--- src/hdl/atlr_pkg.sv ---
// Shared types and constants of the anti-aliased thick line rasterizer.
// Used by the controller, the datapath and the top level; depends on nothing.
`default_nettype none
package atlr_pkg;

  localparam int CANVAS_BITS = 13;
  localparam int CFG_IDX_BITS = 1;
  localparam int RGB_BITS = 24;
  localparam int THK_BITS = 4;

  localparam logic [CFG_IDX_BITS-1:0] REG_CANVAS_WIDTH = 1'b0;
  localparam logic [CFG_IDX_BITS-1:0] REG_CANVAS_HEIGHT = 1'b1;

  localparam logic ACT_LOAD = 1'b0;
  localparam logic ACT_ADVANCE = 1'b1;

  localparam logic [CANVAS_BITS-1:0] CANVAS_W_RST = 13'd640;
  localparam logic [CANVAS_BITS-1:0] CANVAS_H_RST = 13'd480;

  typedef enum logic [3:0] {
    ST_IDLE,
    ST_SQA,
    ST_SQB,
    ST_ROOT,
    ST_WALK,
    ST_COV0,
    ST_COV1,
    ST_DIV,
    ST_SETTLE,
    ST_EMIT
  } state_t;

  typedef struct packed {
    logic load;
    logic sq_a;
    logic sq_b;
    logic root_step;
    logic walk_step;
    logic cov_a;
    logic cov_b;
    logic div_step;
    logic promote;
    logic emit;
    logic emit_last;
    logic finish;
  } cmd_t;

  typedef struct packed {
    logic in_valid;
    logic action;
    logic pend_v;
    logic walk_found;
    logic walk_end;
    logic out_free;
  } sts_t;

endpackage
`default_nettype wire

--- src/hdl/atlr_ctrl.sv ---
// Sequencer of the rasterizer: steps the squaring, root, walk, setup, divide, settle and emit phases.
// Depends on atlr_pkg; drives atlr_dp through cmd_t and reads sts_t.
`default_nettype none
module atlr_ctrl #(
  parameter int ROOT_STEPS = 22
) (
  input  wire              clk,
  input  wire              rst_n,
  input  atlr_pkg::sts_t   sts,
  output logic             in_ready,
  output atlr_pkg::cmd_t   cmd
);

  localparam int RCW = $clog2(ROOT_STEPS);

  atlr_pkg::state_t state_r, state_nxt;
  logic [RCW-1:0] root_cnt_r, root_cnt_nxt;
  logic [2:0] step_cnt_r, step_cnt_nxt;
  logic first_r, first_nxt;
  logic last_r, last_nxt;

  always_ff @(posedge clk) begin
    if (!rst_n) begin
      state_r    <= atlr_pkg::ST_IDLE;
      root_cnt_r <= '0;
      step_cnt_r <= '0;
      first_r    <= 1'b0;
      last_r     <= 1'b0;
    end else begin
      state_r    <= state_nxt;
      root_cnt_r <= root_cnt_nxt;
      step_cnt_r <= step_cnt_nxt;
      first_r    <= first_nxt;
      last_r     <= last_nxt;
    end
  end

  // Next state and counters.
  always_comb begin
    state_nxt    = state_r;
    root_cnt_nxt = root_cnt_r;
    step_cnt_nxt = step_cnt_r;
    first_nxt    = first_r;
    last_nxt     = last_r;
    unique case (state_r)
      atlr_pkg::ST_IDLE: begin
        if (sts.in_valid) begin
          if (sts.action == atlr_pkg::ACT_LOAD) begin
            state_nxt = atlr_pkg::ST_SQA;
            first_nxt = 1'b1;
          end else if (sts.pend_v) begin
            state_nxt    = atlr_pkg::ST_WALK;
            step_cnt_nxt = '0;
            first_nxt    = 1'b0;
          end
        end
      end
      atlr_pkg::ST_SQA: state_nxt = atlr_pkg::ST_SQB;
      atlr_pkg::ST_SQB: begin
        state_nxt    = atlr_pkg::ST_ROOT;
        root_cnt_nxt = '0;
      end
      atlr_pkg::ST_ROOT: begin
        root_cnt_nxt = root_cnt_r + 1'b1;
        if (root_cnt_r == RCW'(ROOT_STEPS - 1)) begin
          state_nxt    = atlr_pkg::ST_WALK;
          step_cnt_nxt = '0;
        end
      end
      atlr_pkg::ST_WALK: begin
        step_cnt_nxt = step_cnt_r + 1'b1;
        if (sts.walk_found) begin
          state_nxt = atlr_pkg::ST_COV0;
        end else if (sts.walk_end || step_cnt_r == 3'd7) begin
          last_nxt  = 1'b1;
          state_nxt = first_r ? atlr_pkg::ST_IDLE : atlr_pkg::ST_EMIT;
        end
      end
      atlr_pkg::ST_COV0: state_nxt = atlr_pkg::ST_COV1;
      atlr_pkg::ST_COV1: begin
        state_nxt    = atlr_pkg::ST_DIV;
        step_cnt_nxt = '0;
      end
      atlr_pkg::ST_DIV: begin
        step_cnt_nxt = step_cnt_r + 1'b1;
        if (step_cnt_r == 3'd7) state_nxt = atlr_pkg::ST_SETTLE;
      end
      atlr_pkg::ST_SETTLE: begin
        last_nxt  = 1'b0;
        state_nxt = first_r ? atlr_pkg::ST_IDLE : atlr_pkg::ST_EMIT;
      end
      atlr_pkg::ST_EMIT: begin
        if (sts.out_free) state_nxt = atlr_pkg::ST_IDLE;
      end
      default: state_nxt = atlr_pkg::ST_IDLE;
    endcase
  end

  // Commands to the datapath.
  always_comb begin
    cmd      = '0;
    in_ready = 1'b0;
    unique case (state_r)
      atlr_pkg::ST_IDLE: begin
        in_ready = 1'b1;
        cmd.load = sts.in_valid && (sts.action == atlr_pkg::ACT_LOAD);
      end
      atlr_pkg::ST_SQA:  cmd.sq_a = 1'b1;
      atlr_pkg::ST_SQB:  cmd.sq_b = 1'b1;
      atlr_pkg::ST_ROOT: cmd.root_step = 1'b1;
      atlr_pkg::ST_WALK: begin
        cmd.walk_step = 1'b1;
        cmd.finish = first_r && !sts.walk_found && (sts.walk_end || step_cnt_r == 3'd7);
      end
      atlr_pkg::ST_COV0: cmd.cov_a = 1'b1;
      atlr_pkg::ST_COV1: cmd.cov_b = 1'b1;
      atlr_pkg::ST_DIV:  cmd.div_step = 1'b1;
      atlr_pkg::ST_SETTLE: cmd.promote = first_r;
      atlr_pkg::ST_EMIT: begin
        if (sts.out_free) begin
          cmd.emit      = 1'b1;
          cmd.emit_last = last_r;
          cmd.promote   = !last_r;
          cmd.finish    = last_r;
        end
      end
      default: cmd = '0;
    endcase
  end

endmodule
`default_nettype wire

--- src/hdl/atlr_dp.sv ---
// Datapath of the rasterizer: walk state, integer square root, coverage
// divider, pending pixel and output register. Depends on atlr_pkg.
`default_nettype none
module atlr_dp #(
  parameter int COORD_BITS = 13,
  parameter int MAX_WIDTH  = 15
) (
  input  wire                                  clk,
  input  wire                                  rst_n,
  input  atlr_pkg::cmd_t                       cmd,
  output atlr_pkg::sts_t                       sts,
  input  wire                                  in_valid,
  input  wire                                  in_action,
  input  wire signed [COORD_BITS-1:0]          in_x0,
  input  wire signed [COORD_BITS-1:0]          in_y0,
  input  wire signed [COORD_BITS-1:0]          in_x1,
  input  wire signed [COORD_BITS-1:0]          in_y1,
  input  wire [atlr_pkg::THK_BITS-1:0]         in_thk,
  input  wire [atlr_pkg::RGB_BITS-1:0]         in_rgb,
  input  wire                                  cfg_wr_en,
  input  wire [atlr_pkg::CFG_IDX_BITS-1:0]     cfg_index,
  input  wire [atlr_pkg::CANVAS_BITS-1:0]      cfg_wdata,
  output logic                                 out_valid,
  input  wire                                  out_ready,
  output logic signed [COORD_BITS-1:0]         out_x,
  output logic signed [COORD_BITS-1:0]         out_y,
  output logic [7:0]                           out_alpha,
  output logic [atlr_pkg::RGB_BITS-1:0]        out_rgb,
  output logic                                 out_on,
  output logic                                 out_last
);

  localparam int SPW = COORD_BITS;
  localparam int WW  = $clog2(MAX_WIDTH + 1);
  localparam int CW  = COORD_BITS + WW + 1;
  localparam int EW  = COORD_BITS + 3;
  localparam int IW  = COORD_BITS + WW + 3;
  localparam int SQW = 2 * COORD_BITS + 18;
  localparam int LW  = SQW / 2;
  localparam int MW  = IW + 9;
  localparam int TW  = IW + WW + 10;
  localparam int NW  = TW + 8;
  localparam int DW  = NW + 2;
  localparam int OW  = CW + atlr_pkg::CANVAS_BITS + 1;
  localparam int PW  = 2 * SPW + 1;

  // Walk state.
  logic [1:0] phase_r, phase_nxt;
  logic signed [CW-1:0] cur_x_r, cur_y_r, side_x_r, side_y_r, tgt_x_r, tgt_y_r;
  logic signed [CW-1:0] cur_x_nxt, cur_y_nxt, side_x_nxt, side_y_nxt;
  logic [SPW-1:0] span_x_r, span_y_r;
  logic [1:0] signs_r;
  logic signed [EW-1:0] err_r, err_nxt, saved_r, saved_nxt;
  logic signed [IW-1:0] inner_r, inner_nxt;
  logic [WW-1:0] wd_r;
  logic [atlr_pkg::RGB_BITS-1:0] rgb_r;
  logic span_zero_r;

  // Square root.
  logic [PW-1:0] acc_r;
  logic [SQW-1:0] n_r, res_r, bit_r, root_sum;
  logic [LW-1:0] len;

  // Candidate and pending pixels.
  logic signed [CW-1:0] cand_x_r, cand_y_r, cand_x_nxt, cand_y_nxt;
  logic signed [IW-1:0] cand_err_r, cand_err_nxt;
  logic signed [CW-1:0] pend_x_r, pend_y_r;
  logic [7:0] pend_alpha_r;
  logic pend_v_r;

  // Coverage divider.
  logic signed [TW-1:0] t_r;
  logic [DW-1:0] rem_r, dv_r;
  logic [7:0] q_r;
  logic nonpos_r, sat_r;
  logic [7:0] alpha;

  logic [atlr_pkg::CANVAS_BITS-1:0] canvas_w_r, canvas_h_r;

  logic found, walk_end;

  assign len = span_zero_r ? LW'(256) : res_r[LW-1:0];

  // Load-time decode.
  logic signed [CW-1:0] x0e, y0e, x1e, y1e, ddx, ddy;
  logic [SPW-1:0] sx_ld, sy_ld;
  logic [WW-1:0] wd_ld;
  always_comb begin
    x0e = CW'(in_x0);
    y0e = CW'(in_y0);
    x1e = CW'(in_x1);
    y1e = CW'(in_y1);
    ddx = x1e - x0e;
    ddy = y1e - y0e;
    sx_ld = ddx[CW-1] ? SPW'(-ddx) : SPW'(ddx);
    sy_ld = ddy[CW-1] ? SPW'(-ddy) : SPW'(ddy);
    if (in_thk == '0) wd_ld = WW'(1);
    else if (8'(in_thk) > 8'(MAX_WIDTH)) wd_ld = WW'(MAX_WIDTH);
    else wd_ld = WW'(in_thk);
  end

  // One iteration of the walk loop.
  logic signed [CW-1:0] stp_x, stp_y;
  logic signed [EW:0] sxe, sye, e2;
  logic signed [IW-1:0] sxi, syi;
  logic signed [MW-1:0] in_lhs, in_rhs;
  logic in_width;
  always_comb begin
    stp_x = signs_r[0] ? -CW'(1) : CW'(1);
    stp_y = signs_r[1] ? -CW'(1) : CW'(1);
    sxe = (EW+1)'({1'b0, span_x_r});
    sye = (EW+1)'({1'b0, span_y_r});
    sxi = IW'({1'b0, span_x_r});
    syi = IW'({1'b0, span_y_r});
    in_lhs = MW'(inner_r) <<< 8;
    in_rhs = MW'({1'b0, (LW+WW)'(len) * (LW+WW)'(wd_r)});
    in_width = in_lhs < in_rhs;
    phase_nxt = phase_r;
    cur_x_nxt = cur_x_r;
    cur_y_nxt = cur_y_r;
    side_x_nxt = side_x_r;
    side_y_nxt = side_y_r;
    err_nxt = err_r;
    saved_nxt = saved_r;
    inner_nxt = inner_r;
    cand_x_nxt = cand_x_r;
    cand_y_nxt = cand_y_r;
    cand_err_nxt = cand_err_r;
    found = 1'b0;
    walk_end = 1'b0;
    e2 = '0;
    unique case (phase_r)
      2'd0: begin
        found = 1'b1;
        cand_x_nxt = cur_x_r;
        cand_y_nxt = cur_y_r;
        cand_err_nxt = IW'((EW+1)'(err_r) - sxe + sye);
        saved_nxt = err_r;
        side_x_nxt = cur_x_r;
        e2 = (EW+1)'(err_r) <<< 1;
        if (e2 >= -sxe) begin
          inner_nxt = IW'(err_r) + syi;
          side_y_nxt = cur_y_r;
          phase_nxt = 2'd1;
        end else if (e2 <= sye) begin
          inner_nxt = sxi - IW'(err_r);
          phase_nxt = 2'd2;
        end else begin
          phase_nxt = 2'd0;
        end
      end
      2'd1: begin
        if (in_width && (tgt_y_r != side_y_r || span_x_r > span_y_r)) begin
          found = 1'b1;
          side_y_nxt = side_y_r + stp_y;
          cand_x_nxt = cur_x_r;
          cand_y_nxt = side_y_r + stp_y;
          cand_err_nxt = inner_r;
          inner_nxt = inner_r + sxi;
        end else if (cur_x_r == tgt_x_r) begin
          walk_end = 1'b1;
        end else begin
          err_nxt = err_r - EW'(sye);
          cur_x_nxt = cur_x_r + stp_x;
          e2 = (EW+1)'(saved_r) <<< 1;
          if (e2 <= sye) begin
            inner_nxt = sxi - IW'(saved_r);
            phase_nxt = 2'd2;
          end else begin
            phase_nxt = 2'd0;
          end
        end
      end
      default: begin
        if (in_width && (tgt_x_r != side_x_r || span_x_r < span_y_r)) begin
          found = 1'b1;
          side_x_nxt = side_x_r + stp_x;
          cand_x_nxt = side_x_r + stp_x;
          cand_y_nxt = cur_y_r;
          cand_err_nxt = inner_r;
          inner_nxt = inner_r + syi;
        end else if (cur_y_r == tgt_y_r) begin
          walk_end = 1'b1;
        end else begin
          err_nxt = err_r + EW'(sxe);
          cur_y_nxt = cur_y_r + stp_y;
          phase_nxt = 2'd0;
        end
      end
    endcase
  end

  always_ff @(posedge clk) begin
    if (cmd.load) begin
      span_x_r <= sx_ld;
      span_y_r <= sy_ld;
      signs_r <= {!(in_y0 < in_y1), !(in_x0 < in_x1)};
      cur_x_r <= x0e;
      cur_y_r <= y0e;
      side_x_r <= x0e;
      side_y_r <= y0e;
      tgt_x_r <= x1e;
      tgt_y_r <= y1e;
      err_r <= EW'({1'b0, sx_ld}) - EW'({1'b0, sy_ld});
      inner_r <= '0;
      saved_r <= '0;
      wd_r <= wd_ld;
      rgb_r <= in_rgb;
      span_zero_r <= (sx_ld == '0) && (sy_ld == '0);
      phase_r <= 2'd0;
    end else if (cmd.walk_step && !walk_end) begin
      phase_r <= phase_nxt;
      cur_x_r <= cur_x_nxt;
      cur_y_r <= cur_y_nxt;
      side_x_r <= side_x_nxt;
      side_y_r <= side_y_nxt;
      err_r <= err_nxt;
      saved_r <= saved_nxt;
      inner_r <= inner_nxt;
      cand_x_r <= cand_x_nxt;
      cand_y_r <= cand_y_nxt;
      cand_err_r <= cand_err_nxt;
    end
  end

  // Bit-pair square root, one result bit per step.
  assign root_sum = res_r + bit_r;
  always_ff @(posedge clk) begin
    if (cmd.sq_a) begin
      acc_r <= PW'(span_x_r) * PW'(span_x_r);
    end else if (cmd.sq_b) begin
      n_r <= SQW'(acc_r + PW'(span_y_r) * PW'(span_y_r)) << 16;
      res_r <= '0;
      bit_r <= SQW'(1) << (SQW - 2);
    end else if (cmd.root_step) begin
      if (n_r >= root_sum) begin
        n_r <= n_r - root_sum;
        res_r <= (res_r >> 1) + bit_r;
      end else begin
        res_r <= res_r >> 1;
      end
      bit_r <= bit_r >> 2;
    end
  end

  // Coverage: 255*(|err|*256 - (wd-1)*len), rounded over len.
  logic signed [IW-1:0] abs_err;
  logic signed [NW-1:0] num;
  logic [DW-1:0] dnum, dden;
  always_comb begin
    abs_err = cand_err_r[IW-1] ? -cand_err_r : cand_err_r;
    num = (NW'(t_r) <<< 8) - NW'(t_r);
    dnum = DW'(num) <<< 1;
    dnum = dnum + DW'(len);
    dden = DW'(len) << 1;
    if (nonpos_r) alpha = 8'd255;
    else if (sat_r) alpha = 8'd0;
    else alpha = 8'd255 - q_r;
  end

  always_ff @(posedge clk) begin
    if (cmd.cov_a) begin
      t_r <= (TW'(abs_err) <<< 8)
           - TW'({1'b0, (LW+WW)'(len) * (LW+WW)'(wd_r - WW'(1))});
    end else if (cmd.cov_b) begin
      nonpos_r <= (num <= 0);
      sat_r <= dnum >= (dden << 8);
      rem_r <= dnum;
      dv_r <= dden << 7;
      q_r <= '0;
    end else if (cmd.div_step) begin
      if (rem_r >= dv_r) begin
        rem_r <= rem_r - dv_r;
        q_r <= {q_r[6:0], 1'b1};
      end else begin
        q_r <= {q_r[6:0], 1'b0};
      end
      dv_r <= dv_r >> 1;
    end
  end

  // Pending pixel and its valid flag.
  always_ff @(posedge clk) begin
    if (!rst_n) begin
      pend_v_r <= 1'b0;
    end else if (cmd.load || cmd.finish) begin
      pend_v_r <= 1'b0;
    end else if (cmd.promote) begin
      pend_v_r <= 1'b1;
    end
  end

  always_ff @(posedge clk) begin
    if (cmd.promote) begin
      pend_x_r <= cand_x_r;
      pend_y_r <= cand_y_r;
      pend_alpha_r <= alpha;
    end
  end

  always_ff @(posedge clk) begin
    if (!rst_n) begin
      canvas_w_r <= atlr_pkg::CANVAS_W_RST;
      canvas_h_r <= atlr_pkg::CANVAS_H_RST;
    end else if (cfg_wr_en) begin
      if (cfg_index == atlr_pkg::REG_CANVAS_WIDTH) canvas_w_r <= cfg_wdata;
      if (cfg_index == atlr_pkg::REG_CANVAS_HEIGHT) canvas_h_r <= cfg_wdata;
    end
  end

  logic on_c;
  always_comb begin
    on_c = (pend_x_r >= 0) && (OW'(pend_x_r) < OW'({1'b0, canvas_w_r}))
        && (pend_y_r >= 0) && (OW'(pend_y_r) < OW'({1'b0, canvas_h_r}));
  end

  always_ff @(posedge clk) begin
    if (!rst_n) begin
      out_valid <= 1'b0;
    end else if (cmd.emit) begin
      out_valid <= 1'b1;
    end else if (out_ready) begin
      out_valid <= 1'b0;
    end
  end

  always_ff @(posedge clk) begin
    if (cmd.emit) begin
      out_x <= pend_x_r[COORD_BITS-1:0];
      out_y <= pend_y_r[COORD_BITS-1:0];
      out_alpha <= pend_alpha_r;
      out_rgb <= rgb_r;
      out_on <= on_c;
      out_last <= cmd.emit_last;
    end
  end

  always_comb begin
    sts.in_valid = in_valid;
    sts.action = in_action;
    sts.pend_v = pend_v_r;
    sts.walk_found = found;
    sts.walk_end = walk_end;
    sts.out_free = !out_valid || out_ready;
  end

endmodule
`default_nettype wire

--- src/hdl/antialiased_thick_line_raster.sv ---
// Top level of the anti-aliased thick line rasterizer.
// Depends on atlr_pkg, atlr_ctrl and atlr_dp.
//
// A load word latches two endpoints, a width and a color, then the block
// squares the two spans, computes the line length as an integer square root
// in 14.8 fixed point (one result bit per cycle) and walks to the first
// pixel and its coverage. Each advance word returns one pixel of the walk:
// the walk runs up to eight loop iterations, the coverage term is set up and
// then reduced by an eight-bit restoring divide, and the block then settles
// and emits. The advance that finds the line ended skips the divide, and a
// result word still waiting on the output register holds the block in its
// emit state until it is taken. The block keeps one pixel in hand so that
// it can flag the final pixel with tlast. An advance with no line active
// returns nothing and is taken at once; a load abandons any line in
// progress. Pixels outside the canvas are still returned with on_canvas
// cleared. The input is taken again as soon as the block is idle, even
// while a result word is still waiting on the output register.
`default_nettype none
module antialiased_thick_line_raster #(
  parameter int COORD_BITS = 13,
  parameter int MAX_WIDTH  = 15
) (
  input  wire                              clk,
  input  wire                              rst_n,
  input  wire                              in_tvalid,
  output logic                             in_tready,
  // start_x, start_y, end_x, end_y, thickness, line_rgb (from bit 0 up)
  input  wire [((4*COORD_BITS+28+7)/8)*8-1:0] in_tdata,
  // action
  input  wire                              in_tuser,
  output logic                             out_tvalid,
  input  wire                              out_tready,
  // pixel_x, pixel_y, pixel_alpha, pixel_rgb (from bit 0 up)
  output logic [((2*COORD_BITS+32+7)/8)*8-1:0] out_tdata,
  // on_canvas
  output logic                             out_tuser,
  output logic                             out_tlast,
  input  wire                              cfg_wr_en,
  input  wire [atlr_pkg::CFG_IDX_BITS-1:0] cfg_index,
  input  wire [atlr_pkg::CANVAS_BITS-1:0]  cfg_wdata
);

  localparam int OUT_DW = ((2*COORD_BITS+32+7)/8)*8;
  localparam int ROOT_STEPS = COORD_BITS + 9;
  localparam int OFS_THK = 4 * COORD_BITS;
  localparam int OFS_RGB = OFS_THK + atlr_pkg::THK_BITS;

  atlr_pkg::cmd_t cmd;
  atlr_pkg::sts_t sts;

  logic signed [COORD_BITS-1:0] px, py;
  logic [7:0] pa;
  logic [atlr_pkg::RGB_BITS-1:0] prgb;

  atlr_ctrl #(.ROOT_STEPS(ROOT_STEPS)) u_ctrl (
    .clk      (clk),
    .rst_n    (rst_n),
    .sts      (sts),
    .in_ready (in_tready),
    .cmd      (cmd)
  );

  atlr_dp #(.COORD_BITS(COORD_BITS), .MAX_WIDTH(MAX_WIDTH)) u_dp (
    .clk       (clk),
    .rst_n     (rst_n),
    .cmd       (cmd),
    .sts       (sts),
    .in_valid  (in_tvalid),
    .in_action (in_tuser),
    .in_x0     (in_tdata[COORD_BITS-1:0]),
    .in_y0     (in_tdata[2*COORD_BITS-1:COORD_BITS]),
    .in_x1     (in_tdata[3*COORD_BITS-1:2*COORD_BITS]),
    .in_y1     (in_tdata[4*COORD_BITS-1:3*COORD_BITS]),
    .in_thk    (in_tdata[OFS_THK +: atlr_pkg::THK_BITS]),
    .in_rgb    (in_tdata[OFS_RGB +: atlr_pkg::RGB_BITS]),
    .cfg_wr_en (cfg_wr_en),
    .cfg_index (cfg_index),
    .cfg_wdata (cfg_wdata),
    .out_valid (out_tvalid),
    .out_ready (out_tready),
    .out_x     (px),
    .out_y     (py),
    .out_alpha (pa),
    .out_rgb   (prgb),
    .out_on    (out_tuser),
    .out_last  (out_tlast)
  );

  assign out_tdata = OUT_DW'({prgb, pa, py, px});

endmodule
`default_nettype wire

--- config.mk ---
export PLATFORM = sky130hd
export DESIGN_NAME = antialiased_thick_line_raster
export DESIGN_NICKNAME = d
export VERILOG_FILES = /design/src/hdl/atlr_pkg.sv /design/src/hdl/atlr_ctrl.sv /design/src/hdl/atlr_dp.sv /design/src/hdl/antialiased_thick_line_raster.sv
export SDC_FILE = /design/constraint.sdc
export NUM_CORES = 2
export LEC_CHECK = 0
export ABC_CLOCK_PERIOD_IN_PS = 12000
export BUFFER_PORTS_ARGS = -buffer_cell sky130_fd_sc_hd__buf_2
export CORE_ASPECT_RATIO = 0.5
export CORE_MARGIN = 4
export CORE_UTILIZATION = 60
export DETAILED_ROUTE_END_ITERATION = 10
export GPL_ROUTABILITY_DRIVEN = 0
export GPL_TIMING_DRIVEN = 0
export PLACE_DENSITY = 0.82
export SLEW_MARGIN = 20
export SYNTH_ARGS = -nofsm -noshare
export SYNTH_HDL_FRONTEND = slang
export SYNTH_SLANG_ARGS = --single-unit
--- constraint.sdc ---
create_clock -name clk -period 12 [get_ports clk]
set_clock_uncertainty 0.05 [all_clocks]
set_input_delay 1.2 -clock clk [delete_from_list [all_inputs] [get_ports clk]]
set_output_delay 1.2 -clock clk [all_outputs]
set_load 0.05 [all_outputs]
==> results.sh <==
export IMPL_cp_data_required_time_ns=12.32
export IMPL_cts_buffers=67
export IMPL_cts_root_buf="clkbuf_16"
export IMPL_dp_hpwl_um=155000
export IMPL_path_buf_inv=8
export IMPL_gr_usage_all_layers=0.3297
export IMPL_critPathArrivalTime_ns=11.58
export IMPL_rr_worst_depth=33
export IMPL_clock_sinks=659
export IMPL_path_delay_family="adder cells"
export IMPL_critPathSlowestCell="fa_2"
export IMPL_clock_latency_ns=0.68
export IMPL_crit_type="reg2reg"
export IMPL_instances_no_fill=9135
export IMPL_grt_use_met1=0.4346
export IMPL_grt_antenna_before_repair=11
export IMPL_fillers=8635
export IMPL_ys_types=115
export IMPL_grt_pass1_vias=54410
export IMPL_critPathMaxFanout=10
export IMPL_synth_edf_count=579
export IMPL_drc_errors=1
export IMPL_r2r_start="u_dp.wd_r[0]"
export IMPL_die_w_um=481.9
export IMPL_postPlaceCellArea_sq_um=70570
export IMPL_final_seq_area_sq_um=18990
export IMPL_path_clk_slew_ns=0.07
export IMPL_wire_per_inst_um=21.65
export IMPL_netlist_area_sq_um=67360
export IMPL_grt_setup_unrepaired="false"
export IMPL_crit_cells=33
export IMPL_viasPerCell=6.186
export IMPL_cts_buffer_depth=3
export IMPL_initial_utilization=0.6084
export IMPL_cp_start_kind="flip-flop"
export IMPL_holdWs_ns=0.3597
export IMPL_postSynthAreaPerCell_sq_um=9.199
export IMPL_num_nets_final=8883
export IMPL_grt_busiest_layer="met2"
export IMPL_period_share=0.9380
export IMPL_antenna_left=0
export IMPL_via_count=56510
export IMPL_holdCritPathClass="reg2reg"
export IMPL_port_buffers=161
export IMPL_place_inst=9010
export IMPL_drt_first_pass_iters=11
export IMPL_syn_instance_count=7323
export IMPL_multi_input_area_sq_um=44200
export IMPL_io_pins=168
export IMPL_finalHoldViolCount=0
export IMPL_grt_pass1_wl_um=302700
export IMPL_grt_ovfl_total=0
export IMPL_cts_htree_levels=3
export IMPL_slew_viol_final=0
export IMPL_grt_max_degree=60
export IMPL_yosys_warnings=0
export IMPL_die_h_um=244.9
export IMPL_die_area_sq_um=118000
export IMPL_critical_path_max_stage_delay_ns=0.80
export IMPL_drv_cap=0
export IMPL_rows=86
export IMPL_finalSetupViolCount=0
export IMPL_drt_total_wl_um=197800
export IMPL_worst_slew_pin_slew_ns=1.259
export IMPL_min_from="u_dp.pend_alpha_r[1]"
export IMPL_drive_above_1_share=0.06116
export IMPL_status="complete, but fails checks"
export IMPL_stdcell_area_sq_um=72960
export IMPL_crit_path_end_kind="flip-flop"
export IMPL_syn2layout_area_growth_pct=8.308
export IMPL_drt_first_iter_violations=6137
export IMPL_use_met3=0.09138
export IMPL_ys_ff_latch=659
export IMPL_fin_crit_ns=11.26
export IMPL_core_area_sq_um=110700
export IMPL_async_flop_share=0
export IMPL_slew_headroom=0.1609
export IMPL_timing_critical_path_from="u_dp.wd_r[0]"
export IMPL_final_core_util=0.6589
export IMPL_hold_depth=0
export IMPL_met2_usage=0.5000
export IMPL_violations="DRC"
export IMPL_yosysSeqAreaShare=0.2819
export IMPL_cts_tree="yes"
export IMPL_fmax_mhz=88.84
export IMPL_ys_flop_type="edfxtp_1"
-- layout by cell type, fill, tap and decap left out, drive strengths merged, types with 101 or more instances in the layout --
cell / instances
nand3: 108
buf: 221
and2: 101
nor3: 156
xnor2: 397
fa: 426
edfxtp: 579
a21oi: 442
ha: 775
o21ai: 380
nor2: 690
inv: 926
xor2: 208
nand2: 572
a21o: 151
clkbuf: 251
-- worst register-to-register path, delay by kind of cell, from the launching register on --
kind	cells	cell delay [ns]
flip-flops	1	0.74
XOR/XNOR	1	0.16
AO/OA/AOI/OAI	9	2.07
adder cells (fa/ha/maj)	10	5.19
AND/OR/NAND/NOR	5	1.01
buffers and inverters	8	1.71
-- state kept, by name (all words and copies together) (netlist names), 16 cells and up --
register	count
u_dp.n_r	44
u_dp.rem_r	44
u_dp.res_r	44
u_dp.dv_r	30
u_dp.t_r	29
u_dp.acc_r	25
u_dp.out_rgb	24
u_dp.rgb_r	24
u_dp.bit_r	22
u_dp.cand_err_r	20
u_dp.inner_r	20
u_dp.cand_x_r	18
u_dp.cand_y_r	18
u_dp.cur_x_r	18
u_dp.cur_y_r	18
u_dp.pend_x_r	18
u_dp.pend_y_r	18
u_dp.side_x_r	18
u_dp.side_y_r	18
u_dp.err_r	16
u_dp.saved_r	16
-- path summary, 6_finish.rpt --
kind | end | slack [ns]
max | u_dp.t_r[27] | 0.74
min | u_dp.out_alpha[1] | 0.36
max reg2reg | u_dp.t_r[27] | 0.74
min reg2reg | u_dp.out_alpha[1] | 0.36
-- synth_stat cells (68+ instances only) --
master	instances	area share
a21oi_1	436	0.032
nor2b_1	100	0.0093
xnor2_1	395	0.051
nand3_1	107	0.0079
nand2_1	572	0.032
nand4_1	69	0.0064
nor3_1	153	0.011
a21o_1	151	0.017
nor2_1	688	0.038
o21bai_1	79	0.0088
a31oi_1	76	0.0071
fa_1	426	0.13
and2_1	100	0.0093
nand2b_1	68	0.0063
clkbuf_1	174	0.0097
o21ai_0	356	0.026
edfxtp_1	579	0.26
ha_1	775	0.14
dfxtp_1	80	0.024
xor2_1	206	0.027
inv_1	916	0.051
-- cell families after synthesis --
logic type,share of synthesized area
xor gates and xnor gates,0.07944
DFF,0.2819
other,0.00005567
buffers and inverters,0.06417
AOI/OAI and AO/OA,0.1512
and+or+nand+nor,0.1445
muxes,0.008191
adders and majority gates,0.2705
-- layout make-up --
class / count / share of cell area
Antenna cell: 3 / 0.0001029
Sequential cell: 659 / 0.2603
Tap cell: 1496 / 0.02565
Clock buffer: 78 / 0.02411
Inverter: 930 / 0.04793
Buffer: 209 / 0.01142
Multi-Input combinational cell: 5530 / 0.6058
Timing Repair Buffer: 185 / 0.01657
Clock inverter: 45 / 0.008146
-- routing by layer --
| layer | up-vias | wire length (um) |
|---|---|---|
| met2 | 3274 | 84620 |
| met1 | 26750 | 76010 |
| li1 | 25800 | - |
| met5 | - | 132 |
| met4 | 16 | 11770 |
| met3 | 662 | 25230 |
-- timing repair --
item                                   in CTS  in global routing
hold buffers                                0                  0
setup endpoints to repair                   0                  4
endpoints found under the hold margin       0                  0
buffers inserted                            0                  0
gates resized for setup                     0                  2
-- stage by stage --
stage               setup TNS, ns  worst slack (ns)
floorplan                       0             2.528
detailed placement              0            0.4168
CTS                             0            0.3173
global route                    0            0.2246
finish                          0            0.7439
global placement           -8.481           -0.1350
Power is not shown: default switching activity piles up to over one toggle a cycle in this logic, so the estimate is an artifact.
